==> src/hdl/swqm_pkg.sv <==
// shared types and constants for the semaphore wait queue manager
package swqm_pkg;

  localparam int NUM_PROCS = 32;
  localparam int KEY_BITS  = 32;
  localparam int PROC_BITS = $clog2(NUM_PROCS);
  localparam int CNT_BITS  = $clog2(NUM_PROCS + 1);

  typedef enum logic [1:0] {
    OP_INSERT = 2'd0,
    OP_REMOVE = 2'd1,
    OP_OUT    = 2'd2,
    OP_HEAD   = 2'd3
  } op_t;

  typedef enum logic [1:0] {
    ST_DONE     = 2'd0,
    ST_NO_DESC  = 2'd1,
    ST_NOTFOUND = 2'd2
  } status_t;

  typedef struct packed {
    logic load;       // capture input beat
    logic scan_start; // clear scan state
    logic scan_step;  // examine one descriptor
    logic exec;       // apply the operation once the scan is done
    logic walk_start; // begin take-out queue walk
    logic walk_step;  // follow one link
  } cmd_t;

  typedef struct packed {
    logic scan_done;
    logic walk_needed;
    logic walk_done;
  } stat_t;

endpackage

==> src/hdl/swqm_ctrl.sv <==
// controller state machine sequencing scan, walk and result
module swqm_ctrl (
  input  logic               clk,
  input  logic               rst_n,
  input  logic               in_valid,
  output logic               in_stall,
  output logic               out_valid,
  input  logic               out_stall,
  input  swqm_pkg::stat_t    stat,
  output swqm_pkg::cmd_t     cmd
);

  typedef enum logic [4:0] {
    S_IDLE = 5'b00001,
    S_SCAN = 5'b00010,
    S_EXEC = 5'b00100,
    S_WALK = 5'b01000,
    S_OUT  = 5'b10000
  } state_t;

  state_t state_r, state_nxt;

  assign in_stall  = (state_r != S_IDLE);
  assign out_valid = (state_r == S_OUT);

  always_comb begin
    state_nxt = state_r;
    cmd = '0;
    case (state_r)
      S_IDLE: begin
        if (in_valid) begin
          cmd.load = 1'b1;
          cmd.scan_start = 1'b1;
          state_nxt = S_SCAN;
        end
      end
      S_SCAN: begin
        cmd.scan_step = 1'b1;
        if (stat.scan_done) state_nxt = S_EXEC;
      end
      S_EXEC: begin
        if (stat.walk_needed) begin
          cmd.walk_start = 1'b1;
          state_nxt = S_WALK;
        end else begin
          cmd.exec = 1'b1;
          state_nxt = S_OUT;
        end
      end
      S_WALK: begin
        if (stat.walk_done) begin
          cmd.exec = 1'b1;
          state_nxt = S_OUT;
        end else begin
          cmd.walk_step = 1'b1;
        end
      end
      S_OUT: begin
        if (!out_stall) state_nxt = S_IDLE;
      end
      default: state_nxt = S_IDLE;
    endcase
  end

  always_ff @(posedge clk) begin
    if (!rst_n) state_r <= S_IDLE;
    else        state_r <= state_nxt;
  end

endmodule

==> src/hdl/swqm_dp.sv <==
// datapath: descriptor and process tables, key scan, link walk
module swqm_dp (
  input  logic                                clk,
  input  logic                                rst_n,
  input  swqm_pkg::cmd_t                      cmd,
  output swqm_pkg::stat_t                     stat,
  input  logic [1:0]                          in_operation,
  input  logic [31:0]                         in_sem_key,
  input  logic [4:0]                          in_proc_id,
  output logic [1:0]                          out_status,
  output logic [4:0]                          out_result_proc
);

  localparam int NP = swqm_pkg::NUM_PROCS;
  localparam int PB = swqm_pkg::PROC_BITS;
  localparam int KB = swqm_pkg::KEY_BITS;
  localparam int CB = swqm_pkg::CNT_BITS;

  logic [NP-1:0] desc_valid_r;
  logic [NP-1:0] proc_queued_r;
  logic [KB-1:0] desc_key_r   [NP];
  logic [PB-1:0] desc_head_r  [NP];
  logic [PB-1:0] desc_tail_r  [NP];
  logic [PB-1:0] proc_next_r  [NP];
  logic [KB-1:0] proc_key_r   [NP];

  logic [1:0]    op_r;
  logic [KB-1:0] key_r;
  logic [PB-1:0] p_r;
  logic          p_ok_r;
  logic [CB-1:0] scan_r;
  logic          hit_r, free_ok_r;
  logic [PB-1:0] hit_d_r, free_d_r;
  logic [PB-1:0] cur_r, prev_r;
  logic          prev_ok_r, found_r, wdone_r;
  logic [CB-1:0] steps_r;
  logic [1:0]    status_r;
  logic [4:0]    res_r;

  logic [PB-1:0] sidx;
  logic [KB-1:0] skey;
  logic [5:0]    p_wide;

  assign sidx   = scan_r[PB-1:0];
  assign p_wide = {1'b0, in_proc_id};
  // take-out searches by the key the process waits on
  assign skey   = (op_r == swqm_pkg::OP_OUT) ? proc_key_r[p_r] : key_r;

  assign stat.scan_done   = (scan_r == CB'(NP - 1));
  assign stat.walk_needed = (op_r == swqm_pkg::OP_OUT) && p_ok_r
                            && proc_queued_r[p_r] && hit_r;
  assign stat.walk_done   = wdone_r;

  assign out_status      = status_r;
  assign out_result_proc = res_r;

  always_ff @(posedge clk) begin
    if (cmd.load) begin
      op_r   <= in_operation;
      key_r  <= KB'(in_sem_key);
      p_r    <= PB'(in_proc_id);
      p_ok_r <= (p_wide < 6'(NP));
    end
    if (cmd.scan_start) begin
      scan_r <= '0;
      hit_r <= 1'b0; free_ok_r <= 1'b0;
    end else if (cmd.scan_step) begin
      if (!stat.scan_done) scan_r <= scan_r + 1'b1;
      if (!hit_r && desc_valid_r[sidx] && desc_key_r[sidx] == skey) begin
        hit_r <= 1'b1; hit_d_r <= sidx;
      end
      if (!free_ok_r && !desc_valid_r[sidx]) begin
        free_ok_r <= 1'b1; free_d_r <= sidx;
      end
    end
    if (cmd.walk_start) begin
      cur_r <= desc_head_r[hit_d_r];
      prev_ok_r <= 1'b0; found_r <= 1'b0; wdone_r <= 1'b0; steps_r <= '0;
    end else if (cmd.walk_step) begin
      if (cur_r == p_r) begin
        found_r <= 1'b1; wdone_r <= 1'b1;
      end else if (cur_r == desc_tail_r[hit_d_r] || steps_r == CB'(NP - 1)) begin
        wdone_r <= 1'b1;
      end else begin
        prev_r <= cur_r; prev_ok_r <= 1'b1;
        cur_r <= proc_next_r[cur_r];
        steps_r <= steps_r + 1'b1;
      end
    end
  end

  // table updates on exec
  always_ff @(posedge clk) begin
    if (cmd.exec) begin
      status_r <= swqm_pkg::ST_NOTFOUND;
      res_r <= '0;
      case (op_r)
        swqm_pkg::OP_INSERT: begin
          if (p_ok_r && !proc_queued_r[p_r]) begin
            if (hit_r) begin
              proc_next_r[desc_tail_r[hit_d_r]] <= p_r;
              desc_tail_r[hit_d_r] <= p_r;
            end else if (free_ok_r) begin
              desc_key_r[free_d_r]  <= key_r;
              desc_head_r[free_d_r] <= p_r;
              desc_tail_r[free_d_r] <= p_r;
            end
            if (hit_r || free_ok_r) begin
              status_r <= swqm_pkg::ST_DONE;
              proc_key_r[p_r] <= key_r;
              if (!(hit_r && desc_tail_r[hit_d_r] == p_r)) proc_next_r[p_r] <= '0;
            end else begin
              status_r <= swqm_pkg::ST_NO_DESC;
            end
          end
        end
        swqm_pkg::OP_REMOVE: begin
          if (hit_r) begin
            if (desc_head_r[hit_d_r] != desc_tail_r[hit_d_r])
              desc_head_r[hit_d_r] <= proc_next_r[desc_head_r[hit_d_r]];
            status_r <= swqm_pkg::ST_DONE;
            res_r <= 5'(desc_head_r[hit_d_r]);
          end
        end
        swqm_pkg::OP_OUT: begin
          if (found_r && stat.walk_needed) begin
            if (!prev_ok_r) begin
              if (desc_tail_r[hit_d_r] != p_r)
                desc_head_r[hit_d_r] <= proc_next_r[p_r];
            end else begin
              proc_next_r[prev_r] <= proc_next_r[p_r];
              if (desc_tail_r[hit_d_r] == p_r) desc_tail_r[hit_d_r] <= prev_r;
            end
            status_r <= swqm_pkg::ST_DONE;
            res_r <= 5'(p_r);
          end
        end
        swqm_pkg::OP_HEAD: begin
          if (hit_r) begin
            status_r <= swqm_pkg::ST_DONE;
            res_r <= 5'(desc_head_r[hit_d_r]);
          end
        end
        default: ;
      endcase
    end
  end

  // valid bits with reset
  always_ff @(posedge clk) begin
    if (!rst_n) begin
      desc_valid_r  <= '0;
      proc_queued_r <= '0;
    end else if (cmd.exec) begin
      case (op_r)
        swqm_pkg::OP_INSERT: begin
          if (p_ok_r && !proc_queued_r[p_r] && (hit_r || free_ok_r)) begin
            proc_queued_r[p_r] <= 1'b1;
            if (!hit_r) desc_valid_r[free_d_r] <= 1'b1;
          end
        end
        swqm_pkg::OP_REMOVE: begin
          if (hit_r) begin
            proc_queued_r[desc_head_r[hit_d_r]] <= 1'b0;
            if (desc_head_r[hit_d_r] == desc_tail_r[hit_d_r])
              desc_valid_r[hit_d_r] <= 1'b0;
          end
        end
        swqm_pkg::OP_OUT: begin
          if (found_r && stat.walk_needed) begin
            proc_queued_r[p_r] <= 1'b0;
            if (desc_head_r[hit_d_r] == p_r && desc_tail_r[hit_d_r] == p_r)
              desc_valid_r[hit_d_r] <= 1'b0;
          end
        end
        default: ;
      endcase
    end
  end

endmodule

==> src/hdl/semaphore_wait_queue_manager.sv <==
// semaphore wait queue manager top level
// insert, remove and peek: a key scan over all 32 descriptors, then exec and result
// take-out adds a link walk through the matching queue before exec when one is needed
// a new beat is taken only in idle, after the previous result has been accepted
// reset: synchronous active-low rst_n frees all descriptors and unblocks all processes
module semaphore_wait_queue_manager (
  input  logic       clk,
  input  logic       rst_n,
  input  logic       in_valid,
  output logic       in_stall,
  input  logic [1:0] in_operation,
  input  logic [31:0] in_sem_key,
  input  logic [4:0] in_proc_id,
  output logic       out_valid,
  input  logic       out_stall,
  output logic [1:0] out_status,
  output logic [4:0] out_result_proc
);

  swqm_pkg::cmd_t  cmd;
  swqm_pkg::stat_t stat;

  swqm_ctrl u_ctrl (
    .clk(clk), .rst_n(rst_n),
    .in_valid(in_valid), .in_stall(in_stall),
    .out_valid(out_valid), .out_stall(out_stall),
    .stat(stat), .cmd(cmd)
  );

  swqm_dp u_dp (
    .clk(clk), .rst_n(rst_n), .cmd(cmd), .stat(stat),
    .in_operation(in_operation), .in_sem_key(in_sem_key), .in_proc_id(in_proc_id),
    .out_status(out_status), .out_result_proc(out_result_proc)
  );

  // no new beat taken while a result is pending
  a_no_overlap: assert property (@(posedge clk) disable iff (!rst_n)
    out_valid |-> in_stall) else $error("input accepted with result pending");

  // result appears only after an exec command
  a_exec_before_out: assert property (@(posedge clk) disable iff (!rst_n)
    $rose(out_valid) |-> $past(cmd.exec)) else $error("result without exec");

  // status is one of the defined codes when shown
  a_status_range: assert property (@(posedge clk) disable iff (!rst_n)
    out_valid |-> out_status != 2'd3) else $error("bad status code");

endmodule
==> config.mk <==
export PLATFORM = sky130hd
export DESIGN_NAME = semaphore_wait_queue_manager
export DESIGN_NICKNAME = d
export VERILOG_FILES = /design/src/hdl/swqm_pkg.sv /design/src/hdl/swqm_ctrl.sv /design/src/hdl/swqm_dp.sv /design/src/hdl/semaphore_wait_queue_manager.sv
export SDC_FILE = /design/constraint.sdc
export NUM_CORES = 2
export LEC_CHECK = 0
export BUFFER_PORTS_ARGS = -buffer_cell sky130_fd_sc_hd__buf_2
export CORE_UTILIZATION = 40
export CTS_CLUSTER_SIZE = 8
export DETAILED_ROUTE_END_ITERATION = 10
export PLACE_DENSITY = 0.67
export SLEW_MARGIN = 5
export SYNTH_ARGS = -nofsm -noshare
export SYNTH_HDL_FRONTEND = slang
export SYNTH_HIERARCHICAL = 1
export SYNTH_SLANG_ARGS = --single-unit
==> constraint.sdc <==
create_clock -name clk -period 5.8 [get_ports clk]
set_input_delay 1.74 -clock clk [delete_from_list [all_inputs] [get_ports clk]]
set_output_delay 1.74 -clock clk [all_outputs]
set_load 0.01 [all_outputs]
==> summary.txt <==
Leak - 40.9 nW
Clk_skew - 0.0765 ns
Slew Viols, Final - 0
Largest net degree at the start of global routing - 81
CTS Buffer Depth - 4
Type of the tightest min-delay check - flip-flop to flip-flop
Switch share - 22.7%
Finished Layout Cells - 10,300
Final period util - 96.2%
Sequential cell area fraction in the yosys report - 70.8%
Busiest grt layer - met2
Clk pin slew, worst setup/hold paths - 0.05 ns
Fmax - 179 MHz
DRC Markers - 0
Cell internal pwr - 0.0345 W
Number of DRC markers in iteration 0 - 8,519
Critical path type - flip-flop to flip-flop
CTS tree - yes
CTS buffer count - 380
Clk Latency, worst-skew pair - 0.89 ns
RSZ-0062 raised after global routing - no
Gr usage total - 22.1%
Commonest cells post-synth - 2,434 x edfxtp_1, 611 x mux4_2, 527 x mux2i_1, 366 x nor2_1, 266 x dfxtp_1
Endpoints failing hold - 0
Synth Area in Compound Gates - 4.15%
P_sw - 0.0101 W
Pin slew with the least headroom to its limit - 1.29 ns
Routing usage on met2 - 34.4%
Antenna violations before repair - 2
Post-synth top area cell - edfxtp_1
M3 GR Usage - 4.17%
Hpwl dp - 186,000 µm
Syn Area/Cell - 17.9 µm²
Layout area overhead - 14.9%
Aggregate global routing overflow - 0
CP Max Fanout - 29
Count leader, synth - edfxtp_1
Vias in the first global route - 61,900
Critical Path RT - 6.38 ns
Die H - 528 µm
Ys flop type - edfxtp_1
PostCTS Resize Cnt - 0
Adder-Cell Fraction of Synth Area - 0.0791%
Worst setup EP type - flip-flop
Nets - 6,540
Post-synth ARST share - 0%
Largest family of logic cells by synthesized area - multiplexers
Hold_buf cts - 0
Post-synth net total - 6,221
XOR/XNOR Fraction of Synth Area - 0.396%
Die W - 528 µm
Met1 Use GR - 30.9%
Min Clock Period, post-route - 5.58 ns
Routed Wire Length - 312,000 µm
PD cells - 350 nW/µm²
Critical path arrival - 6.15 ns
Seq pwr share - 48.7%
Mapped Cells - 6,171
Clk pwr share - 43.6%
Multiplexer share of the synthesized area - 18.0%
Number of synthesized register bits - 2,700
Final Hold Slack - 0.462 ns
CTS root buffer - clkbuf_16
Antenna-violating nets left - 0
1st-pass router iterations - 6
Largest cells by area after synthesis - edfxtp_1 66%, mux4_2 12%, dfxtp_1 4.8%
Layout cells sized above 1 - 23.5%
Vias - 62,500
Fillers - 22,800
Sink Count - 2,700
Worst reg-to-reg setup slack - 0.22 ns
Port bufs - 51
Final setup violation count - 0
Initial Util - 40.4%
Cells after DPL - 9,793
EDFF count, synth - 2,434
Io pins - 52
Logic pwr share - 7.7%
Synth Cell Area - 111,000 µm²
H-tree levels - 5
Status - completed
Global-route wire length before repair - 448,000 µm
Yosys cell types - 90
Peak supply drop - 0.294 mV
# rows - 192
Post-DR vias/cell - 6.09
Worst setup SP type - flip-flop
GPL Wtd Cong - 0.927
Die Area - 279,000 µm²
Post-CTS setup buffers - 0
Wire per inst - 30.4 µm
Ys Warns - 6
Share of the synthesized area in the top cell type - 66.0%
CORE AREA - 274,000 µm²
Rel. slew slack - 14.2%
Max-cap violations - 0
Simple-Gate Fraction of Synth Area - 4.78%
worst max-delay path, cell delays in order (launching register included):
cell	delay (ns)
dfxtp_4	0.82
buf_4	0.53
mux4_2	0.28
o22ai_1	0.14
a2111oi_0	0.64
nand2_1	0.33
o21ai_0	0.33
nor2_1	0.08
nor4_1	0.27
nand4b_1	0.17
or4b_2	0.70
nor4_1	0.69
buf_4	0.27
power by group through the flow:
stage	registers (W)	clock network, W	logic, W
detailed placement	0.0221	0	0.00340
CTS	0.0217	0.0197	0.00341
floorplan	0.0221	0	0.00209
global placement	0.0221	0	0.00336
global route	0.0217	0.0205	0.00361
finish	0.0217	0.0194	0.00344
sequential cells by signal, indices dropped and copies added, names as in the netlist, 5 cells and up, named ones only:
name	count
u_dp/proc_key_r	1024
u_ctrl/state_r	5
u_dp/free_d_r	5
u_dp/desc_head_r	160
u_dp/desc_key_r	1024
u_dp/steps_r	6
u_dp/prev_r	5
u_dp/key_r	32
u_dp/hit_d_r	5
u_dp/cur_r	5
u_dp/desc_tail_r	160
u_dp/p_r	5
u_dp/out_result_proc	5
u_dp/scan_r	6
u_dp/proc_queued_r	32
u_dp/desc_valid_r	32
u_dp/proc_next_r	160
final timing paths:
path | from | end | depth (start not counted)
setup / recovery | flip-flop | u_dp/hit_d_r[3]$_DFFE_PP_ | 12
hold reg to reg | u_dp/desc_valid_r[28]$_SDFFE_PN0P_ | u_dp/desc_valid_r[28]$_SDFFE_PN0P_ | 2
setup reg to reg | flip-flop | u_dp/hit_d_r[3]$_DFFE_PP_ | 12
hold / removal | u_dp/desc_valid_r[28]$_SDFFE_PN0P_ | u_dp/desc_valid_r[28]$_SDFFE_PN0P_ | 2
through the flow:
step	setup slack (ns)	power (W)	TNS [ns]	area [µm²]	utilization, %
detailed placement	0.322	0.0255	0	117000	42.6
global route	0.0369	0.0458	0	127000	46.4
global placement	0.416	0.0254	0	117000	42.6
finish	0.222	0.0446	0	127000	46.4
CTS	0.324	0.0448	0	127000	46.4
floorplan	-0.102	0.0242	-82.50	111000	-
logic make-up (layout without fill, tap and decap cells):
group	count (synthesis)	count (layout)
and+or+nand+nor	1081	1081
adders and majority gates	7	7
buffers and inverters	414	819
DFF	2700	2700
AOI/OAI and AO/OA	704	704
other	0	1
xor gates and xnor gates	50	50
muxes	1215	1215
final cells by class:
type | count | area (µm²) | area share [%]
diodes | 1 | 2.50 | 0.00197
clock buffers | 444 | 9780 | 7.69
clock inverters | 24 | 399 | 0.314
inverters | 32 | 121 | 0.0954
multi-input cells | 3057 | 30800 | 24.2
flip-flops and latches | 2700 | 78500 | 61.7
well taps | 3686 | 4610 | 3.63
repair buffers | 319 | 2990 | 2.35
layer usage:
metal	vias up	wire [µm]
met5	-	11
met4	2	11000
met3	563	31100
met2	3676	146000
met1	32700	125000
li1	25500	-
cell usage in the layout, fill, tap and decap left out, drive strengths merged, types with 40 or more instances in the layout:
master  synthesis  routed
mux2i         531     531
nor2          366     366
dfxtp         266     266
nor3           64      64
edfxtp       2434    2434
a22oi         190     190
o21ai         152     152
clkbuf        179     444
and2           82      82
mux4          611     611
a21oi         137     137
nor2b          54      54
o22ai          74      74
nand2         213     213
inv            30      40
mux2           73      73
nand3          98      98
buf           203     319
Note: power is estimated with default switching activity, not from simulation.
